==> src/sv/escape_time_fractal_hsv_pixel_top_macros.svh <==
// ----------------------------------------------------------------------------
// Assertion macros for the escape-time fractal pixel block
// Shared concurrent assertion forms, clocked on clk and disabled in reset.
// ----------------------------------------------------------------------------
`ifndef ESCAPE_TIME_FRACTAL_HSV_PIXEL_TOP_MACROS_SVH
`define ESCAPE_TIME_FRACTAL_HSV_PIXEL_TOP_MACROS_SVH

// Consequent must hold in the same cycle as the antecedent.
`define ETF_ASSERT_SAME(label, ante, cons, msg) \
    label: assert property (@(posedge clk) disable iff (!rst_n) (ante) |-> (cons)) \
        else $error(msg);

// Consequent must hold in the cycle after the antecedent.
`define ETF_ASSERT_NEXT(label, ante, cons, msg) \
    label: assert property (@(posedge clk) disable iff (!rst_n) (ante) |=> (cons)) \
        else $error(msg);

`endif

==> src/sv/etfhsv_pkg.sv <==
// ----------------------------------------------------------------------------
// Escape-time fractal pixel package
// Widths, register indexes, state and interface types, and the hue mapping.
// ----------------------------------------------------------------------------
package etfhsv_pkg;

    localparam int COORD_BITS = 11;
    localparam int FRAC_BITS  = 28;
    localparam int Z_W        = 32;
    localparam int ACC_W      = Z_W + FRAC_BITS;
    localparam int CNT_W      = 8;
    localparam int COLOR_W    = 8;
    localparam int STEP_W     = 31;
    localparam int HUE_T_W    = CNT_W + 3;
    localparam int DIV_W      = 16;
    localparam int DEN_W      = 8;
    localparam int DIV_CNT_W  = $clog2(DIV_W);
    localparam int IN_W       = 24;
    localparam int OUT_W      = 32;
    localparam int CFG_ADDR_W = 3;

    localparam logic [Z_W-1:0]    C_RE_RST     = 32'd76504105;
    localparam logic [Z_W-1:0]    C_IM_RST     = 32'd2684355;
    localparam logic [CNT_W-1:0]  MAX_ITER_RST = 8'd90;
    localparam logic [Z_W-1:0]    RE_MIN_RST   = 32'hECCC_CCCD;
    localparam logic [Z_W-1:0]    IM_MIN_RST   = 32'hECCC_CCCD;
    localparam logic [STEP_W-1:0] RE_STEP_RST  = 31'd805306;
    localparam logic [STEP_W-1:0] IM_STEP_RST  = 31'd805306;

    localparam logic [COLOR_W-1:0] COLOR_FULL = 8'd255;

    typedef enum logic [CFG_ADDR_W-1:0] {
        CFG_C_RE     = 3'd0,
        CFG_C_IM     = 3'd1,
        CFG_MAX_ITER = 3'd2,
        CFG_RE_MIN   = 3'd3,
        CFG_IM_MIN   = 3'd4,
        CFG_RE_STEP  = 3'd5,
        CFG_IM_STEP  = 3'd6
    } cfg_index_t;

    typedef enum logic [2:0] {
        ST_IDLE,
        ST_MAP,
        ST_INIT,
        ST_SQR,
        ST_CHK,
        ST_DIV_SEC,
        ST_DIV_FRAC,
        ST_OUT
    } state_t;

    typedef enum logic [2:0] {
        SEC_R2Y = 3'd0,
        SEC_Y2G = 3'd1,
        SEC_G2C = 3'd2,
        SEC_C2B = 3'd3,
        SEC_B2M = 3'd4,
        SEC_M2R = 3'd5
    } sector_t;

    typedef struct packed {
        logic [COLOR_W-1:0] blue;
        logic [COLOR_W-1:0] green;
        logic [COLOR_W-1:0] red;
    } rgb_t;

    typedef struct packed {
        logic signed [Z_W-1:0] x0;
        logic signed [Z_W-1:0] y0;
        logic signed [Z_W-1:0] x1;
        logic signed [Z_W-1:0] y1;
    } cmul_op_t;

    typedef struct packed {
        logic signed [2*Z_W-1:0] p0;
        logic signed [2*Z_W-1:0] p1;
        logic signed [2*Z_W-1:0] p2;
    } cmul_res_t;

    typedef struct packed {
        logic             start;
        logic [DIV_W-1:0] dividend;
        logic [DEN_W-1:0] divisor;
    } div_req_t;

    typedef struct packed {
        logic             done;
        logic [DIV_W-1:0] quotient;
        logic [DEN_W-1:0] remainder;
    } div_rsp_t;

    // Fully saturated hue: one channel at full scale, one ramping, one off.
    function automatic rgb_t hue_rgb(input sector_t sector, input logic [COLOR_W-1:0] rise);
        rgb_t               c;
        logic [COLOR_W-1:0] fall;
        fall = COLOR_FULL - rise;
        c    = '0;
        case (sector)
            SEC_R2Y: begin c.red = COLOR_FULL; c.green = rise; end
            SEC_Y2G: begin c.red = fall; c.green = COLOR_FULL; end
            SEC_G2C: begin c.green = COLOR_FULL; c.blue = rise; end
            SEC_C2B: begin c.green = fall; c.blue = COLOR_FULL; end
            SEC_B2M: begin c.red = rise; c.blue = COLOR_FULL; end
            SEC_M2R: begin c.red = COLOR_FULL; c.blue = fall; end
            default: begin c.red = COLOR_FULL; c.blue = fall; end
        endcase
        return c;
    endfunction

endpackage

==> src/sv/etfhsv_div.sv <==
// ----------------------------------------------------------------------------
// Serial divider
// Restoring division, one quotient bit per cycle, with a one-cycle done pulse.
// ----------------------------------------------------------------------------
module etfhsv_div
    import etfhsv_pkg::*;
(
    input  logic     clk,
    input  logic     rst_n,
    input  div_req_t req,
    output div_rsp_t rsp
);

    logic                 busy_reg, busy_next;
    logic                 done_reg, done_next;
    logic [DIV_CNT_W-1:0] cnt_reg, cnt_next;
    logic [DIV_W-1:0]     quo_reg, quo_next;
    logic [DEN_W-1:0]     rem_reg, rem_next;
    logic [DEN_W-1:0]     den_reg, den_next;
    logic [DEN_W:0]       shifted;
    logic [DEN_W:0]       diff;
    logic                 ge;

    assign shifted = {rem_reg, quo_reg[DIV_W-1]};
    assign ge      = shifted >= {1'b0, den_reg};
    assign diff    = shifted - {1'b0, den_reg};

    always_comb
    begin
        busy_next = busy_reg;
        done_next = 1'b0;
        cnt_next  = cnt_reg;
        quo_next  = quo_reg;
        rem_next  = rem_reg;
        den_next  = den_reg;
        if (req.start)
        begin
            busy_next = 1'b1;
            cnt_next  = '0;
            quo_next  = req.dividend;
            rem_next  = '0;
            den_next  = req.divisor;
        end
        else if (busy_reg)
        begin
            quo_next = {quo_reg[DIV_W-2:0], ge};
            rem_next = ge ? diff[DEN_W-1:0] : shifted[DEN_W-1:0];
            cnt_next = cnt_reg + 1'b1;
            if (cnt_reg == DIV_CNT_W'(DIV_W - 1))
            begin
                busy_next = 1'b0;
                done_next = 1'b1;
            end
        end
    end

    always_ff @(posedge clk or negedge rst_n)
    begin
        if (!rst_n)
        begin
            busy_reg <= 1'b0;
            done_reg <= 1'b0;
            cnt_reg  <= '0;
        end
        else
        begin
            busy_reg <= busy_next;
            done_reg <= done_next;
            cnt_reg  <= cnt_next;
        end
    end

    always_ff @(posedge clk)
    begin
        quo_reg <= quo_next;
        rem_reg <= rem_next;
        den_reg <= den_next;
    end

    assign rsp.done      = done_reg;
    assign rsp.quotient  = quo_reg;
    assign rsp.remainder = rem_reg;

endmodule

==> config.mk <==
export PLATFORM = sky130hd
export DESIGN_NAME = etfhsv_div
export DESIGN_NICKNAME = d
export VERILOG_FILES = /design/src/sv/escape_time_fractal_hsv_pixel_top_macros.svh /design/src/sv/etfhsv_pkg.sv /design/src/sv/etfhsv_div.sv
export SDC_FILE = /design/constraint.sdc
export NUM_CORES = 1
export LEC_CHECK = 0
export BUFFER_PORTS_ARGS = -buffer_cell sky130_fd_sc_hd__buf_2
export CORE_MARGIN = 4
export CORE_UTILIZATION = 32
export CTS_CLUSTER_DIAMETER = 100
export DETAILED_ROUTE_END_ITERATION = 6
export GPL_TIMING_DRIVEN = 0
export PLACE_DENSITY = 0.6
export SLEW_MARGIN = 20
export SYNTH_ARGS = -nofsm -noshare
export SYNTH_HDL_FRONTEND = slang
export SYNTH_SLANG_ARGS = --single-unit
==> constraint.sdc <==
create_clock -name clk -period 2.2 [get_ports clk]
set_input_delay 0.33 -clock clk [delete_from_list [all_inputs] [get_ports clk]]
set_output_delay 0.33 -clock clk [all_outputs]
set_load 0.05 [all_outputs]
Word-level counts from Yosys, hierarchy flattened
Cells that the tools add are included.
W data, S select, Z words.
{"block": "classes", "reduce_logical": 1, "muxes": 11, "n_addsub": 2, "eq_ne": 1, "n_lt_le_gt_ge": 1}
{"cell": "$mux W16", "count": 2}
{"cell": "$ge A9 B8 Y1", "count": 1}
{"cell": "$mux W4", "count": 2}
{"cell": "$mux W8", "count": 1}
{"cell": "$sub A8 B8 Y8", "count": 1}
{"cell": "$mux W1", "count": 6}
{"cell": "$add A4 B1 Y4 const B", "count": 1}
{"cell": "$eq A4 B4 Y1 const B", "count": 1}
{"cell": "$reduce_bool A2 Y1", "count": 1}
{"block": "totals", "out_inout_bits": 25, "reg_bits": 38, "input_bits": 27, "word_cells": 22}

Logic depth before layout (Yosys ltp)
Gate-level depths: netlist (run 1).
{"block": "depth", "word_depth": 4, "mapped_depth": 8, "depth_no_buf": 8}

Least setup slack after synthesis (run 1)
OpenSTA, ideal clock, no wires.
{"block": "synth_path", "path_kind": "register to register", "from": "reg quo_reg[15]", "to": "reg rem_reg[6]", "required_time_ns": 2.112, "setup_ns": 0.088, "path_buffers": 0, "t_arrival_ns": 2.171, "path_stages_with_launch": 9, "path_slack_ns": -0.059, "synth_period_minus_slack_ns": 2.259, "cell_sequence": "edfxtp_1 > inv_1 > ha_1 > fa_1 > nand2b_1 > a21oi_1 > mux2i_1 > a22o_1 > a311oi_2"}
{"block": "synth_between", "elab_chain_len": 2, "elab_cells_between_ends": 3}
{"element": "start, declared", "line": "etfhsv_div.sv:17", "source": "logic [DIV_W-1:0] quo_reg, quo_next;"}
{"element": "start signal, assigned", "line": "etfhsv_div.sv:75", "source": "quo_reg <= quo_next;"}
{"element": "$sub A8 B8 Y8 / $ge A9 B8 Y1 (equally long branches)", "line": "etfhsv_div.sv:26, etfhsv_div.sv:25"}
{"element": "$mux W8 *", "line": "etfhsv_div.sv:47", "source": "rem_next = ge ? diff[DEN_W-1:0] : shifted[DEN_W-1:0];"}
{"element": "end signal, assigned", "line": "etfhsv_div.sv:76", "source": "rem_reg <= rem_next;"}
{"element": "end, declared", "line": "etfhsv_div.sv:18", "source": "logic [DEN_W-1:0] rem_reg, rem_next;"}
Every way passes the cells marked *; elsewhere a longest branch is shown, timed or not.
A chain may end at the register's enable or synchronous reset.

Worst setup path in the final report (run 1)
{"block": "layout_path", "from": "reg rem_reg[1]", "to": "reg quo_reg[0] (data pin)"}
{"block": "layout_between", "elab_chain_len": 3}
{"element": "$ge A9 B8 Y1", "line": "etfhsv_div.sv:25", "source": "assign ge = shifted >= {1'b0, den_reg};"}
{"element": "$mux W16", "line": "etfhsv_div.sv:44", "source": "else if (busy_reg)"}
{"element": "$mux W16", "line": "etfhsv_div.sv:36", "source": "if (req.start)"}
{"element": "net quo_next[0]", "line": "etfhsv_div.sv:17"}
The timed path passes the listed nets, and every way through them passes these cells. The select of a mux whose other input is x is not followed.

==> impl_results.md, run 1 <==
* Worst path cell trace: ha_1 > a21oi_2 > o21ai_2 > a311oi_4 > and2_1 > mux2i_1
* Placement Setup Slack at 0.172 ns
* Switch Pwr at 0.00123 W
* Routed Antenna Nets at 0
* Register area at 1030 sq um
* Syn Inst Count at 172
* Largest register FFs at 16
* Core area at 6030 sq um
* Worst Path Max Fanout at 5
* Setup Crit Path Kind: reg2reg
* Dpl cell area at 2390 sq um
* Share of cells above drive strength 1 at 38.8%
* CP Buf/Inv Count at 0
* GRT overflow at 0
* Int Pwr at 0.00170 W
* Syn Nets at 209
* Port bufs at 51
* Clk slew on worst S/H paths at 0.08 ns
* Area occupied by multi-input gates at 922 sq um
* Hold Crit Depth at 1
* DR vias at 1455
* Avg Inst Size Synth at 11.8 sq um
* Clock network power share at 19.7%
* CTS root buf: clkbuf_8
* Worst hold margin at 0.207 ns
* Die Ht at 87.7 microns
* CP startpoint kind: flop
* Commonest non-fill, non-tap cell in the layout: buf_2
* Overall power at 0.00294 W
* Ys flop type: edfxtp_1
* # setup viols final at 0
* GRT Overall Usage at 12.3%
* DRC Markers at 0
* Final #Nets at 268
* Fill count at 599
* Post-synthesis sequential area ratio at 50.7%
* Synth Area in XOR/XNOR at 2.58%
* Final setup margin at 0.162 ns
* Final worst path period need at 2.04 ns
* Starting Density at 33.7%
* # IOs at 52
* Peak VDD IR at 0.563 mV
* Initial drt markers at 107
* Synth warnings at 0
* Sink Count at 38
* Critical Path Max Stage Delay at 0.38 ns
* CP max-delay cell: ha_1
* EDFF count, synth at 24
* Delay-heaviest family, CP: compound AO/OA/AOI/OAI gates
* Crit path required time at 2.23 ns
* Vias in the first global route at 1454
* Worst min path class: in2reg
* Net Sw Frac at 42.0%
* Comb power frac at 46.2%
* Slew @ Worst Pin at 0.625 ns
* Routed vias/inst at 4.74
* H-tree Lvls at 2
* Final Hold Viols at 0
* Final core utilization at 41.6%
* # diodes at 0
* Fraction of power consumed by sequential logic at 34.1%
* Clock buffer depth at 2
* Die Area at 7690 sq um
* Final Cell Area at 2500 sq um
* Clock tree from TritonCTS: yes
* Arrival time at the worst endpoint at 2.07 ns
* RSZ-0062 raised after global routing: no
* Synthesized cell area at 2030 sq um
* Routability cong. at 0.793
* Area Growth Syn to Fin at 23.2%
* Yosys reg bits at 38
* Max Slew Vio Count at 0
* Commonest non-fill, non-tap cells in the layout: 54 x buf_2, 24 x edfxtp_1, 19 x nor2_1, 15 x mux2_2, 11 x inv_1
* Cell depth of the worst setup path at 6
* Part of the cycle the worst path needs at 92.7%
* Die X at 87.7 microns
* HPWL after detailed placement at 3.24 mm
* Clock latency on the worst-skew pair at 0.29 ns
* Antenna violations before repair at 0
* Largest net degree at the start of global routing at 17
* Max cap viols at 0
* Simple-Gate Fraction of Synth Area at 12.7%
* Max-slew headroom at 58.3%
* Post-synthesis mux area share at 9.78%
* Final WL at 4.30 mm
* Fmax at 491 MHz
* Pwr/cell area at 1170 nW/um^2
* P_leak at 1.09 nW
* Synth Area in Compound Gates at 13.5%
* WL/cell at 14.0 microns
* Setup Fix Bufs, Post-CTS at 0
* Adder-Cell Fraction of Synth Area at 6.52%
* Site Rows at 28
* TritonRoute pass-1 iters at 4
* Async set or reset register ratio after synthesis at 15.8%
* Skew final at 0.0105 ns
* R2R cell count at 6
* CTS Buf Count at 5
* Unique masters post-synth at 48
* First-pass GRT wire length at 7.13 mm
* Largest family of logic cells by synthesized area: compound AO/OA/AOI/OAI gates
* Critical Path Sink Type: flop
* Status: finished, final reports clean
[power by group through the flow]
| stage | combinational, W | clock, W | sequential [W] |
|---|---|---|---|
| floorplan | 0.000715 | 0 | 0.00135 |
| global placement | 0.00135 | 0 | 0.00102 |
| detailed placement | 0.00135 | 0 | 0.00102 |
| CTS | 0.00136 | 0.000597 | 0.00100 |
| global route | 0.00148 | 0.000632 | 0.00102 |
| finish | 0.00136 | 0.000580 | 0.00100 |
[final cells by class]
type	instances	area share [%]
multi-input cells	115	36.8
clock buffers	6	2.90
well taps	75	3.75
inverters	11	1.65
flip-flops and latches	38	41.2
plain buffers	8	1.80
repair buffers	52	10.6
clock inverters	2	1.35
[synth_stat cells, drive strengths merged (2+ instances only)]
library cell / count / area share [%]
nand3: 7 / 2.2
a211oi: 2 / 0.98
nand2b: 4 / 1.2
nor2b: 3 / 0.92
a311oi: 5 / 4.2
xnor2: 2 / 0.86
nand2: 8 / 1.5
dfxtp: 8 / 7.9
ha: 9 / 5.5
nor2: 19 / 3.5
a211o: 2 / 0.86
and2b: 2 / 0.74
o21ai: 3 / 0.92
and2: 3 / 0.92
mux2: 15 / 8.3
xor2: 4 / 1.7
mux2i: 3 / 1.5
edfxtp: 24 / 35
dfrtp: 6 / 7.4
buf: 7 / 2.0
inv: 11 / 2.0
a21o: 3 / 1.1
a21oi: 6 / 1.7
[repair_timing]
item,CTS,global route
gates resized for setup,0,0
endpoints found under the hold margin,6,0
hold buffers,1,0
[layer usage]
metal  GRT usage [%]  routed length, microns  part of all wire [%]
met1            16.3                    2010                    47
met2            19.0                    2050                    48
met3            2.35                     137                   3.2
met4            6.28                     101                   2.3
met5               0                       0                     0
[metrics by stage]
stage | setup TNS, ns | std cells
CTS | 0 | 307
global route | 0 | 307
floorplan | -0.00274 | 172
detailed placement | 0 | 298
finish | 0 | 307
global placement | 0 | 298
[path summary, 6_finish.rpt]
| check | from | endpoint | slack (ns) |
|---|---|---|---|
| max | rem_reg[1]$_SDFFE_PP0P_ | quo_reg[0]$_DFFE_PP_ | 0.16 |
| min | req[1] | den_reg[1]$_DFFE_PP_ | 0.21 |
| max reg2reg | rem_reg[1]$_SDFFE_PP0P_ | quo_reg[0]$_DFFE_PP_ | 0.16 |
| min reg2reg | cnt_reg[3]$_DFFE_PN0P_ | cnt_reg[3]$_DFFE_PN0P_ | 0.55 |
| max in group asynchronous | rst_n | busy_reg$_DFF_PN0_ | 1.66 |
| min in group asynchronous | rst_n | cnt_reg[0]$_DFFE_PN0P_ | 0.39 |
[cell families (layout without fill, tap and decap cells)]
kind of cell / after synthesis / after routing
buffers and inverters: 19 / 79
flip-flops: 38 / 38
adder cells (fa/ha/maj): 10 / 10
XOR/XNOR: 6 / 6
multiplexers: 18 / 18
AO/OA/AOI/OAI: 30 / 30
AND/OR/NAND/NOR: 51 / 51
No activity file was read; power rests on OpenSTA's default activity.
==> run 2: changes to the inputs <==
--- a/config.mk
+++ b/config.mk
@@ -7,11 +7,11 @@
 export LEC_CHECK = 0
 export BUFFER_PORTS_ARGS = -buffer_cell sky130_fd_sc_hd__buf_2
 export CORE_MARGIN = 4
-export CORE_UTILIZATION = 32
+export CORE_UTILIZATION = 40
 export CTS_CLUSTER_DIAMETER = 100
 export DETAILED_ROUTE_END_ITERATION = 6
 export GPL_TIMING_DRIVEN = 0
-export PLACE_DENSITY = 0.6
+export PLACE_DENSITY = 0.7
 export SLEW_MARGIN = 20
 export SYNTH_ARGS = -nofsm -noshare
 export SYNTH_HDL_FRONTEND = slang
==> run 2 against run 1 <==
Against the previous run:
- non-clock buffer count is the same
- largest cell class unchanged
- combinational power is essentially flat
- highest routed layer unchanged
- die area shrank 18%
- sequential power is essentially flat
- clock power shrank 14%
- clock-buffer cell count is the same
- wire length shrank 5.7%
- flip-flop and latch count is the same
- worst setup slack gained 0.028 ns
- maximum frequency grew 1.4%
- core utilization grew 10 points
- via count shrank 0.27%
- critical endpoint unchanged
==> impl_results.md, run 2 (synthesis results as in run 1) <==
* Final #Nets at 268 (unchanged)
* # setup viols final at 0 (unchanged)
* Initial drt markers at 39 (-64%)
* Sink Count at 38 (unchanged)
* Skew final at 0.00803 ns (-0.00243 ns)
* Pwr/cell area at 1140 nW/um^2 (-2.5%)
* Final setup margin at 0.190 ns (+0.0281 ns)
* CTS Buf Count at 5 (unchanged)
* Commonest non-fill, non-tap cells in the layout: 54 x buf_2, 24 x edfxtp_1, 19 x nor2_1, 15 x mux2_2, 11 x inv_1
* Worst min path class: in2reg
* Final WL at 4.06 mm (-5.7%)
* Slew @ Worst Pin at 0.608 ns (-0.0173 ns)
* Die Ht at 79.3 microns (-9.6%)
* Overall power at 0.00284 W (-3.3%)
* Fmax at 497 MHz (+1.4%)
* WL/cell at 13.6 microns (-3.1%)
* Hold path start: req[0]
* Clock tree from TritonCTS: yes
* Site Rows at 25 (-11%)
* Critical Path Sink Type: flop
* Final Hold Viols at 0 (unchanged)
* Clock network power share at 17.5% (-2.2 points)
* Net Sw Frac at 42.9% (+0.93 points)
* GRT Overall Usage at 14.2% (+2.0 points)
* Dpl cell area at 2380 sq um (-0.42%)
* First-pass GRT wire length at 6.93 mm (-2.9%)
* Clock buffer depth at 2 (unchanged)
* Max Slew Vio Count at 0 (unchanged)
* CP startpoint kind: flop
* Peak VDD IR at 0.522 mV (-7.2%)
* Setup Fix Bufs, Post-CTS at 0 (unchanged)
* Die Area at 6290 sq um (-18%)
* CTS resizes at 0 (unchanged)
* R2R Path Start: quo_reg[15]$_DFFE_PP_
* Worst Path Max Fanout at 5 (unchanged)
* Final core utilization at 51.6% (+10 points)
* Port bufs at 51 (unchanged)
* GRT overflow at 0 (unchanged)
* Placement Setup Slack at 0.189 ns (+0.0174 ns)
* Routed Antenna Nets at 0 (unchanged)
* Part of the cycle the worst path needs at 91.4% (-1.3 points)
* HPWL after detailed placement at 3.08 mm (-4.8%)
* # diodes at 0 (unchanged)
* Clock latency on the worst-skew pair at 0.29 ns (about the same)
* Critical Path Max Stage Delay at 0.41 ns (+0.03 ns)
* Flop2flop setup slack at 0.19 ns (+0.03 ns)
* Routability cong. at 0.759 (-4.2%)
* CTS root buf: clkbuf_8
* Dpl cells at 290 (-2.7%)
* Largest register FFs at 16 (unchanged)
* Int Pwr at 0.00162 W (-4.9%)
* Share of cells above drive strength 1 at 39.7% (+0.86 points)
* Status: finished, final reports clean
* Sink of the worst hold path: den_reg[0]$_DFFE_PP_
* Largest net degree at the start of global routing at 17 (unchanged)
* Arrival time at the worst endpoint at 2.03 ns (-0.04 ns)
* TritonRoute pass-1 iters at 4 (unchanged)
* Comb power frac at 47.2% (+1.0 points)
* Core area at 4820 sq um (-20%)
* Area Growth Syn to Fin at 22.2%
* Max-slew headroom at 59.4% (+1.2 points)
* DRC Markers at 0 (unchanged)
* Routed vias/inst at 4.85 (+2.4%)
* R2R cell count at 7 (+1)
* H-tree Lvls at 2 (unchanged)
* Post-Layout Cell Count at 299 (-2.6%)
* Antenna violations before repair at 0 (unchanged)
* Fraction of power consumed by sequential logic at 35.4% (+1.3 points)
* Vias in the first global route at 1469 (+1.0%)
* Crit path required time at 2.22 ns (about the same)
* P_leak at 1.09 nW (-0.52%)
* RSZ-0062 raised after global routing: no
* Commonest non-fill, non-tap cell in the layout: buf_2
* # IOs at 52 (unchanged)
* Max cap viols at 0 (unchanged)
* Worst path cell trace: inv_1 > ha_2 > nor2b_1 > o21ai_2 > a311oi_4 > and2_1 > mux2i_1
* DR vias at 1451 (-0.27%)
* Clk slew on worst S/H paths at 0.07 ns (about the same)
* CP max-delay cell: edfxtp_1
* Switch Pwr at 0.00122 W (-1.2%)
* Starting Density at 42.2% (+8.5 points)
* Hold Crit Depth at 1 (unchanged)
* Final worst path period need at 2.01 ns (-0.0281 ns)
* FF-to-FF End: quo_reg[0]$_DFFE_PP_
* Die X at 79.3 microns (-9.6%)
* Fill count at 481 (-20%)
* Setup Crit Path Kind: reg2reg
* Final Cell Area at 2480 sq um (-0.85%)
-- run 2: cell types whose count changed in the layout (fill, tap and decap cells not counted), sizes merged --
cell | before | now
bufinv | 1 | 0
clkinvlp | 0 | 1
-- run 2: worst max-delay path, delay by kind of cell (launching register included) --
family | cells | cell delay [ns]
simple gates | 2 | 0.43
compound gates | 2 | 0.43
flops | 1 | 0.41
fa+ha+maj | 1 | 0.28
mux | 1 | 0.10
buf+inv | 1 | 0.08
-- run 2: timing repair --
item,CTS,global route
hold buffers,1,0
hold endpoints to repair,6,0
setup endpoints to repair,0,0
-- run 2: how the worst max path moves through the flow --
stage	from	end	cells after the start	slack (ns)
after global placement	quo_reg[15]$_DFFE_PP_	quo_reg[0]$_DFFE_PP_	7	0.17
after CTS	quo_reg[15]$_DFFE_PP_	quo_reg[0]$_DFFE_PP_	7	0.16
final	quo_reg[15]$_DFFE_PP_	quo_reg[0]$_DFFE_PP_	7	0.19
after floorplan	quo_reg[15]$_DFFE_PP_	rem_reg[4]$_SDFFE_PP0P_	8	-0.003
after global routing	quo_reg[15]$_DFFE_PP_	quo_reg[0]$_DFFE_PP_	7	0.007
after detailed placement	quo_reg[15]$_DFFE_PP_	quo_reg[0]$_DFFE_PP_	7	0.19
-- run 2: metal layers --
layer | wire [microns] | global-route usage, %
met4 | 73 | 5.67
met2 | 1980 | 24.0
met5 | 0 | 0
met1 | 1850 | 17.4
met3 | 159 | 3.63
-- run 2: layout make-up --
type	count	area, sq um	share of cell area (%)
sequential	38	1030	41.5
timing repair buffer	52	265	10.7
clock buffer	6	82.6	3.32
clock inverter	2	12.5	0.504
tap	67	83.8	3.38
buffer	8	45.0	1.81
multi-input combinational	115	922	37.1
inverter	11	41.3	1.66
-- run 2: per-stage QoR --
step	hold WS (ns)	TNS, ns
CTS	0.201	0
global route	0.187	0
global placement	0.160	0
detailed placement	0.160	0
floorplan	0.0344	-0.00274
finish	0.210	0
-- run 2: power groups by stage --
| stage | sequential, W | clock (W) | combinational [W] |
|---|---|---|---|
| floorplan | 0.00135 | 0 | 0.000715 |
| global placement | 0.00102 | 0 | 0.00133 |
| detailed placement | 0.00102 | 0 | 0.00134 |
| CTS | 0.00100 | 0.000511 | 0.00135 |
| global route | 0.00102 | 0.000549 | 0.00145 |
| finish | 0.00101 | 0.000496 | 0.00134 |
